File: src/cbf_pkg.sv
// Shared constants, payload types and divider constants for the centered box filter.
// No dependencies; every other source file except cbf_ram imports this package.
package cbf_pkg;

    localparam int RADIUS      = 8;
    localparam int SAMPLE_BITS = 16;

    localparam int WIN_LEN    = 2 * RADIUS + 1;
    localparam int PTR_BITS   = $clog2(WIN_LEN);
    localparam int SEEN_BITS  = $clog2(RADIUS + 2);
    localparam int FLUSH_BITS = $clog2(RADIUS + 1);
    localparam int SUM_BITS   = SAMPLE_BITS + $clog2(WIN_LEN);

    // Exact reciprocal for dividing a SUM_BITS magnitude by WIN_LEN:
    // q = (mag * RECIP) >> DIV_SHIFT, exact because the rounding error of
    // RECIP times any magnitude stays below 2**DIV_SHIFT.
    localparam int DIV_SHIFT  = SUM_BITS + $clog2(WIN_LEN);
    localparam int RECIP_BITS = SUM_BITS + 1;
    localparam int PROD_BITS  = SUM_BITS + RECIP_BITS;
    localparam longint unsigned RECIP_FULL =
        ((64'd1 << DIV_SHIFT) + 64'(WIN_LEN) - 64'd1) / 64'(WIN_LEN);
    localparam logic [RECIP_BITS-1:0] RECIP = RECIP_BITS'(RECIP_FULL);

    typedef struct packed {
        logic signed [SAMPLE_BITS-1:0] sample;
        logic                          last;
    } cbf_in_t;

    typedef struct packed {
        logic signed [SAMPLE_BITS-1:0] average;
        logic                          final_res;
    } cbf_out_t;

    // Window sum handed to the divider, with its end-of-sequence flag
    typedef struct packed {
        logic signed [SUM_BITS-1:0] sum;
        logic                       fin;
    } cbf_sum_t;

endpackage

File: src/centered_box_filter.sv
// Top level of the centered box filter: window RAM, running sum and flush sequencing.
// Depends on cbf_pkg, cbf_ram and cbf_div.
//
//   port group   dir  handshake            payload
//   s_*          in   s_valid / s_ready    s_data  (cbf_in_t: sample, last)
//   m_*          out  m_valid / m_ready    m_data  (cbf_out_t: average, final_res)
//
// One sample is taken per cycle while s_ready is high; each one is a read-modify-write of one window
// RAM entry plus an update of the running sum.
// A request marked last is followed by RADIUS zero-sample shifts with s_ready low;
// each result is registered in p1_reg, then in the divider's product and output registers.
// Reset and end of sequence clear the per-entry valid bits at once: no clearing pass.
// A stalled m_ready backs up through the divider and then holds s_ready low.
module centered_box_filter import cbf_pkg::*; (
    input  logic     aclk,
    input  logic     aresetn,
    input  logic     s_valid,
    output logic     s_ready,
    input  cbf_in_t  s_data,
    output logic     m_valid,
    input  logic     m_ready,
    output cbf_out_t m_data
);

    localparam logic [SEEN_BITS-1:0]  SEEN_FULL  = SEEN_BITS'(RADIUS + 1);
    localparam logic [FLUSH_BITS-1:0] FLUSH_ALL  = FLUSH_BITS'(RADIUS);
    localparam logic [FLUSH_BITS-1:0] FLUSH_ONE  = FLUSH_BITS'(1);
    localparam logic [PTR_BITS-1:0]   PTR_LAST   = PTR_BITS'(WIN_LEN - 1);

    logic signed [SUM_BITS-1:0]   sum_reg, sum_next;
    logic [SEEN_BITS-1:0]         seen_reg, seen_next;
    logic [FLUSH_BITS-1:0]        flush_left_reg, flush_left_next;
    logic [PTR_BITS-1:0]          ptr_reg, ptr_next;
    logic [WIN_LEN-1:0]           valid_reg, valid_next;
    logic                         p1_valid_reg, p1_valid_next;
    cbf_sum_t                     p1_reg, p1_next;

    logic                         flushing, p1_free, div_ready;
    logic                         step_in, step_flush, step, emit, fin, done;
    logic signed [SAMPLE_BITS-1:0] x, oldest;
    logic [SAMPLE_BITS-1:0]       ram_q;
    logic [PTR_BITS-1:0]          ptr_inc, rd_addr;
    logic signed [SUM_BITS-1:0]   sum_step;
    logic [SEEN_BITS-1:0]         seen_inc;

    assign flushing   = (flush_left_reg != '0);
    assign p1_free    = !p1_valid_reg || div_ready;
    assign s_ready    = !flushing && p1_free;
    assign step_in    = s_valid && s_ready;
    assign step_flush = flushing && p1_free;
    assign step       = step_in || step_flush;
    assign fin        = flushing && (flush_left_reg == FLUSH_ONE);
    assign done       = step_flush && fin;

    always_comb begin
        x        = flushing ? '0 : s_data.sample;
        // Entries never written since the last clear read as zero
        oldest   = valid_reg[ptr_reg] ? $signed(ram_q) : '0;
        sum_step = sum_reg + SUM_BITS'(x) - SUM_BITS'(oldest);
        seen_inc = (seen_reg == SEEN_FULL) ? seen_reg : seen_reg + 1'b1;
        emit     = step && (seen_inc == SEEN_FULL);
        ptr_inc  = (ptr_reg == PTR_LAST) ? '0 : ptr_reg + 1'b1;
        // Prefetch the next oldest entry so it is ready when the next shift comes
        rd_addr  = step ? ptr_inc : ptr_reg;

        sum_next        = sum_reg;
        seen_next       = seen_reg;
        flush_left_next = flush_left_reg;
        ptr_next        = ptr_reg;
        valid_next      = valid_reg;
        if (done) begin
            sum_next        = '0;
            seen_next       = '0;
            flush_left_next = '0;
            ptr_next        = '0;
            valid_next      = '0;
        end else if (step) begin
            sum_next            = sum_step;
            seen_next           = seen_inc;
            ptr_next            = ptr_inc;
            valid_next[ptr_reg] = 1'b1;
            if (step_in) begin
                flush_left_next = s_data.last ? FLUSH_ALL : '0;
            end else begin
                flush_left_next = flush_left_reg - 1'b1;
            end
        end

        p1_valid_next = p1_valid_reg;
        p1_next       = p1_reg;
        if (p1_free) begin
            p1_valid_next = emit;
            p1_next.sum   = sum_step;
            p1_next.fin   = fin;
        end
    end

    always_ff @(posedge aclk) begin
        if (!aresetn) begin
            sum_reg        <= '0;
            seen_reg       <= '0;
            flush_left_reg <= '0;
            ptr_reg        <= '0;
            valid_reg      <= '0;
            p1_valid_reg   <= 1'b0;
        end else begin
            sum_reg        <= sum_next;
            seen_reg       <= seen_next;
            flush_left_reg <= flush_left_next;
            ptr_reg        <= ptr_next;
            valid_reg      <= valid_next;
            p1_valid_reg   <= p1_valid_next;
        end
        p1_reg <= p1_next;
    end

    cbf_ram #(
        .WIDTH(SAMPLE_BITS),
        .DEPTH(WIN_LEN)
    ) u_window_ram (
        .aclk    (aclk),
        .wr_en   (step),
        .wr_addr (ptr_reg),
        .wr_data (x),
        .rd_addr (rd_addr),
        .rd_data (ram_q)
    );

    cbf_div u_div (
        .aclk     (aclk),
        .aresetn  (aresetn),
        .in_valid (p1_valid_reg),
        .in_ready (div_ready),
        .in_data  (p1_reg),
        .m_valid  (m_valid),
        .m_ready  (m_ready),
        .m_data   (m_data)
    );

endmodule

File: src/cbf_ram.sv
// Generic single-write, single-read RAM with a registered read port.
// No dependencies.
module cbf_ram #(
    parameter int WIDTH = 16,
    parameter int DEPTH = 17
) (
    input  logic                     aclk,
    input  logic                     wr_en,
    input  logic [$clog2(DEPTH)-1:0] wr_addr,
    input  logic [WIDTH-1:0]         wr_data,
    input  logic [$clog2(DEPTH)-1:0] rd_addr,
    output logic [WIDTH-1:0]         rd_data
);

    logic [WIDTH-1:0] mem [DEPTH];
    logic [WIDTH-1:0] rd_data_reg;

    always_ff @(posedge aclk) begin
        if (wr_en) begin
            mem[wr_addr] <= wr_data;
        end
        rd_data_reg <= mem[rd_addr];
    end

    assign rd_data = rd_data_reg;

endmodule

File: src/cbf_div.sv
// Divide-by-window-length pipeline: reciprocal multiply stage and output register.
// Depends on cbf_pkg.
module cbf_div import cbf_pkg::*; (
    input  logic     aclk,
    input  logic     aresetn,
    input  logic     in_valid,
    output logic     in_ready,
    input  cbf_sum_t in_data,
    output logic     m_valid,
    input  logic     m_ready,
    output cbf_out_t m_data
);

    logic                  prod_valid_reg, prod_valid_next;
    logic [PROD_BITS-1:0]  prod_reg, prod_next;
    logic                  neg_reg, neg_next;
    logic                  fin_reg, fin_next;
    logic                  out_valid_reg, out_valid_next;
    cbf_out_t              out_reg, out_next;

    logic                  out_free;
    logic [SUM_BITS-1:0]   mag;
    logic [SAMPLE_BITS-1:0] quot;

    assign out_free = !out_valid_reg || m_ready;
    assign in_ready = !prod_valid_reg || out_free;

    always_comb begin
        mag  = in_data.sum[SUM_BITS-1] ? SUM_BITS'(-in_data.sum) : SUM_BITS'(in_data.sum);
        quot = prod_reg[DIV_SHIFT +: SAMPLE_BITS];

        prod_valid_next = prod_valid_reg;
        prod_next       = prod_reg;
        neg_next        = neg_reg;
        fin_next        = fin_reg;
        if (in_ready) begin
            prod_valid_next = in_valid;
            prod_next       = PROD_BITS'(mag) * PROD_BITS'(RECIP);
            neg_next        = in_data.sum[SUM_BITS-1];
            fin_next        = in_data.fin;
        end

        out_valid_next = out_valid_reg;
        out_next       = out_reg;
        if (out_free) begin
            out_valid_next    = prod_valid_reg;
            out_next.average  = neg_reg ? SAMPLE_BITS'(-quot) : quot;
            out_next.final_res = fin_reg;
        end
    end

    always_ff @(posedge aclk) begin
        if (!aresetn) begin
            prod_valid_reg <= 1'b0;
            out_valid_reg  <= 1'b0;
        end else begin
            prod_valid_reg <= prod_valid_next;
            out_valid_reg  <= out_valid_next;
        end
        prod_reg <= prod_next;
        neg_reg  <= neg_next;
        fin_reg  <= fin_next;
        out_reg  <= out_next;
    end

    assign m_valid = out_valid_reg;
    assign m_data  = out_reg;

endmodule

File: config.mk
export PLATFORM = sky130hd
export DESIGN_NAME = centered_box_filter
export DESIGN_NICKNAME = d
export VERILOG_FILES = /design/src/cbf_pkg.sv /design/src/centered_box_filter.sv /design/src/cbf_ram.sv /design/src/cbf_div.sv
export SDC_FILE = /design/constraint.sdc
export NUM_CORES = 1
export LEC_CHECK = 0
export BUFFER_PORTS_ARGS = -buffer_cell sky130_fd_sc_hd__buf_2
export CORE_ASPECT_RATIO = 1.25
export CORE_MARGIN = 2
export CORE_UTILIZATION = 65
export CTS_BUF_LIST = sky130_fd_sc_hd__clkbuf_8
export DETAILED_ROUTE_END_ITERATION = 16
export GPL_TIMING_DRIVEN = 0
export PLACE_DENSITY = 0.78
export SLEW_MARGIN = 20
export SYNTH_ARGS = -nofsm -noshare
export SYNTH_HDL_FRONTEND = slang
export SYNTH_SLANG_ARGS = --single-unit
File: constraint.sdc
create_clock -name aclk -period 12 [get_ports aclk]
set_input_delay 3.6 -clock aclk [delete_from_list [all_inputs] [get_ports aclk]]
set_output_delay 3.6 -clock aclk [all_outputs]
set_load 0.05 [all_outputs]
[After elaboration in Yosys (flattened, before gate mapping)]
Memory sizes are Yosys's and may differ from the RTL's. A register that Yosys moved wholly into a read port is not among the register bits.
Index checks and enable logic that the tools add are counted.
Operators by class
  add/sub/neg operators: 7
  multipliers: 1
  div/mod/pow operators: 0
  magnitude comparators: 2
  equal/unequal tests: 4
  shift-type cells: 0
  multiplexer cells: 15
  bitwise logic cells: 2
  reduce and logical (&&, ||, !) cells: 17
Operators with widths (count)
  two-way mux 16 bit: 3
  multiplier 21 x 22 -> 42 bit (second input constant): 1
  adder 21 x 16 -> 21 bit: 1
  two-way mux 21 bit: 1
  negation 21 bit: 1
  subtractor 21 x 16 -> 21 bit: 1
  OR 17 bit: 1
  negation 16 bit: 1
  two-way mux 4 bit: 3
  two-way mux 5 bit: 2
  equality test 4 bit (second input constant): 2
  logical AND 1 bit: 7
  less-than comparator 5 x 6 -> 1 bit (second input constant): 1
  adder 5 x 1 -> 5 bit (second input constant): 1
  binary-select mux 1 bit (select 5 bit): 1
  demux 1 bit (select 5 bit): 1
  equality test 5 bit (second input constant): 1
  greater-or-equal comparator 5 x 1 -> 1 bit (second input constant): 1
  adder 4 x 1 -> 4 bit (second input constant): 1
  equality test 4 x 1 -> 1 bit (second input constant): 1
  zero test 1 bit: 4
  logical OR 1 bit: 4
  two-way mux 1 bit: 4
  nonzero test 4 bit: 1
  3 further kinds: 3
Storage, ports and cells
  flip-flop bits (word level): 137
  bits in latches: 0
  bits in writable memories: 272
  ROM bits: 0
  input port bits: 21
  output and inout bits: 19
  word-level logic and storage cells: 64
  memories kept: 1
Memory list
  u_window_ram.mem: depth 17, bits a word 16, rd ports 1, clocked after Yosys merged registers in 1, write ports 1, RTL line cbf_ram.sv:15  | logic [WIDTH-1:0] mem [DEPTH];

[Logic depth before layout (Yosys ltp)]
  word-level depth: 9
  depth in mapped cells: 33
  depth with buffers taken out: 33

[Cells and area by module]
From an unflattened synthesis, not the netlist that was laid out.
Unflattened totals
  cells, all modules: 1911
  area, all modules: 24442.2 um2
By module, submodules not included
  cbf_ram: times used 1, cells an instance 474, area each 10871.7 um2, seq. area each 8488.1 um2
  cbf_div: times used 1, cells an instance 883, area each 8790.9 um2, seq. area each 1091.0 um2
  centered_box_filter: times used 1, cells an instance 554, area each 4779.6 um2, seq. area each 1701.6 um2

[Least setup slack after synthesis]
OpenSTA, ideal clock, no wires.
  path kind: reg-to-reg
  from: reg p1_reg[7] in the netlist's numbering
  to: reg u_div.prod_reg[36] (data pin)
  setup time: 258 ps
  data arrival time: 8718 ps
  data required time: 11742 ps
  slack: 3024 ps
  stages on the path, launching flop included: 31
  path through: edfxtp_1 or4_4 or3_4 or4_4 o31a_4 a21oi_1 xnor2_1 inv_1 fa_1 inv_1 ha_1 xor2_1 fa_1 inv_1 fa_1 fa_1 inv_1 fa_1 inv_1 fa_1 inv_1 ha_1 a21oi_1 o22ai_1 o41ai_1 o2111ai_1 o21ai_0 o21ai_0 or2_2 a31oi_1 xnor2_1
Between the ends
  cells in the longest elaborated chain, start to end: 3
Ends and longest elaborated chain
  start, declared: RTL line centered_box_filter.sv:36  | cbf_sum_t p1_reg, p1_next;
  start signal, assigned: RTL line centered_box_filter.sv:114  | p1_reg <= p1_next;
  negation 21 bit: RTL line cbf_div.sv:29  | mag = in_data.sum[SUM_BITS-1] ? SUM_BITS'(-in_data.sum) : SUM_BITS'(in_data.sum);
  two-way mux 21 bit (*): RTL line cbf_div.sv:29
  multiplier 21 x 22 -> 42 bit (*): RTL line cbf_div.sv:38  | prod_next = PROD_BITS'(mag) * PROD_BITS'(RECIP);
  end signal, assigned: RTL line cbf_div.sv:60  | prod_reg <= prod_next;
  end, declared: RTL line cbf_div.sv:15  | logic [PROD_BITS-1:0] prod_reg, prod_next;
Every way passes the cells marked *; elsewhere a longest branch is shown, timed or not.
A chain may end at the register's enable or synchronous reset.

[Worst setup path after layout]
  from: reg p1_reg[7] in the netlist's numbering
  to: reg u_div.prod_reg[40] (data pin)
Same word-level chain as after synthesis.

==> results_dict.tcl <==
set metrics [dict create \
    largest_reg_flops 272 \
    hold_ws_ns 0.422 \
    drt-total-wl_mm 59.0 \
    reg2reg_slack_ns 1.03 \
    gr-total-overflow 0 \
    place_worst_setup_slack_ns 1.18 \
    synth-edff-count 329 \
    multi_input_area_sq_um 11600 \
    grtUsageMet1_pct 31.8 \
    met2_usage_pct 58.7 \
    grtUsageMet3_pct 4.33 \
    final_nets 2660 \
    avgSynthCellArea_sq_um 11.3 \
    holdPathStages 0 \
    grt_busiest_layer "met2" \
    drive_gt1_share_pct 7.92 \
    clockBufferDepth 3 \
    cp-start-kind "flip-flop" \
    worstPathRequired_ns 12.39 \
    ys_types 61 \
    tightest_slew_ns 1.02 \
    clock_sinks 399 \
    r2r_end "u_div.prod_reg[40]$_DFFE_PP_" \
    numCtsBuffers 59 \
    fmax_mhz 91.1 \
    clkTransAtPathRegs_ns 0.06 \
    fin_setup_tns_ns 0 \
    dpl.hpwl_mm 45.4 \
    clock_latency_ns 0.67 \
    r2r-start "p1_reg[7]$_DFFE_PN_" \
    slowest_stage "o21ai_0" \
    die_y_microns 221 \
    portBuffers 39 \
    final_cell_mix "361 x inv_1, 329 x edfxtp_1, 249 x nand2_1" \
    drtIter0Drc 1162 \
    final_common_cell "inv_1" \
    min_period_ns 10.97 \
    h-tree-depth 2 \
    regArea_sq_um 11300 \
    drv_cap 0 \
    cts_tree "yes" \
    num_rows 79 \
    core_area_sq_um 37200 \
    dr.pass1.iters 5 \
    final_util_pct 71.4 \
    cts_root_buf "clkbuf_8" \
    ys_seq_area_share_pct 46.2 \
    grt_usage_pct 31.0 \
    initial_utilization_pct 65.7 \
    min_path_type "flip-flop to flip-flop" \
    nFillCells 2655 \
    worst_r2r_path_depth 30 \
    dieArea_sq_um 39100 \
    critPathBufInv 6 \
    drcViolationCount 0 \
    postCtsSetupRepairBufs 0 \
    antenna_found_initial 0 \
    syn_nets 2548 \
    endpoint_kind "flip-flop" \
    setup_viol 0 \
    synthCells 2163 \
    grt_setup_unrepaired "no" \
    finalMaxSlewViolations 0 \
    syn_area_sq_um 24400 \
    slew_headroom_pct 31.9 \
    async_flop_share_pct 0 \
    fin_ws_ns 1.03 \
    cts_resized 0 \
    fin_crit_sh_pct 91.4 \
    grt_max_degree 29 \
    hold_viol 0 \
    syn_to_final_growth_pct 8.66 \
    min_from "p1_reg[0]$_DFFE_PN_" \
    gp_congestion 0.920 \
    synth_flop_cell "edfxtp_1" \
    cp_max_fo 5 \
    status "finished, final reports clean" \
    viasPerCell 5.90 \
    cp_top_family "compound AO/OA/AOI/OAI gates" \
    drtAntennaViolNets 0 \
    ios 40 \
    avgRoutedWirePerCell_microns 21.0 \
    grt_pass1_vias 17400 \
    grt_pass1_wl_mm 91.1 \
    worst_ep_arrival_time_ns 11.36 \
    critPathKind "flip-flop to flip-flop" \
    finalClockSkew_ns 0.0307 \
    ctsHoldBuffers 0 \
    diodes 0 \
    ys_warn_count 0 \
    synth-seq-cells 399 \
    fp.dieW_microns 177 \
    critPathMaxStageDelay_ns 0.81 \
    whs_endpoint "u_div.fin_reg$_DFFE_PP_" \
    vias 16600 \
]
final cells by class:
cell class	count	area share (%)
plain buffers	76	1.18
clock buffers	65	3.37
clock inverters	44	0.924
inverters	337	4.77
multi-input cells	1351	43.7
flip-flops and latches	399	42.5
well taps	486	2.29
repair buffers	51	1.27
worst register-to-register path, delay by kind of cell, from the launching register on:
family / cells / cell delay (ns)
AO/OA/AOI/OAI: 10 / 3.77
AND/OR/NAND/NOR: 3 / 1.45
buffers and inverters: 6 / 0.47
flip-flops: 1 / 0.44
XOR/XNOR: 3 / 0.89
adder cells (fa/ha/maj): 8 / 3.71
worst max path at each step:
stage                   startpoint                      endpoint  cells after the start
2_1_floorplan  p1_reg[7]$_DFFE_PN_  u_div.prod_reg[36]$_DFFE_PP_                     30
3_5_place_dp   p1_reg[7]$_DFFE_PN_  u_div.prod_reg[40]$_DFFE_PP_                     29
5_1_grt        p1_reg[7]$_DFFE_PN_  u_div.prod_reg[40]$_DFFE_PP_                     29
3_3_place_gp   p1_reg[7]$_DFFE_PN_  u_div.prod_reg[36]$_DFFE_PP_                     30
4_1_cts        p1_reg[7]$_DFFE_PN_  u_div.prod_reg[40]$_DFFE_PP_                     30
6_report       p1_reg[7]$_DFFE_PN_  u_div.prod_reg[40]$_DFFE_PP_                     30
cell usage after synthesis, types with 15 or more instances:
| cell type | count | area (sq um) |
|---|---|---|
| inv_1 | 336 | 1260 |
| edfxtp_1 | 329 | 9880 |
| nand2_1 | 249 | 935 |
| ha_1 | 214 | 2680 |
| fa_1 | 150 | 3000 |
| nor2_1 | 86 | 323 |
| a211oi_1 | 77 | 578 |
| o21ai_0 | 72 | 360 |
| and2_1 | 70 | 438 |
| dfxtp_1 | 70 | 1400 |
| a21oi_1 | 64 | 320 |
| a311oi_1 | 64 | 561 |
| xnor2_1 | 60 | 526 |
| clkbuf_1 | 39 | 146 |
| nor2b_1 | 30 | 188 |
| buf_2 | 22 | 110 |
| nand3_1 | 21 | 105 |
| a21o_1 | 18 | 135 |
| and3_1 | 17 | 106 |
| nor3_1 | 17 | 85.1 |
| xor2_1 | 16 | 140 |
| buf_1 | 15 | 56.3 |
cells by family after synthesis:
logic type	synth area share [%]
flops	46.2
other cells	0.0154
mux	0.502
xor+xnor	2.84
buf+inv	6.46
fa+ha+maj	23.3
simple gates	10.6
compound gates	10.2
per-stage QoR:
step	cells	cell area [sq um]
after floorplan	2163	24400
after global placement	2688	25200
after detailed placement	2700	25400
after CTS	2809	26500
after global routing	2809	26500
final	2809	26500
metal layers:
layer  routed length (microns)  share of wire (%)
met4                      3910                6.6
met1                     20100                 34
met5                         0                  0
met3                      2970                5.0
met2                     32100                 54
Power is left out: the tool's default activity adds up to more than one toggle a clock period on the data nets, which glitch-free logic cannot reach.
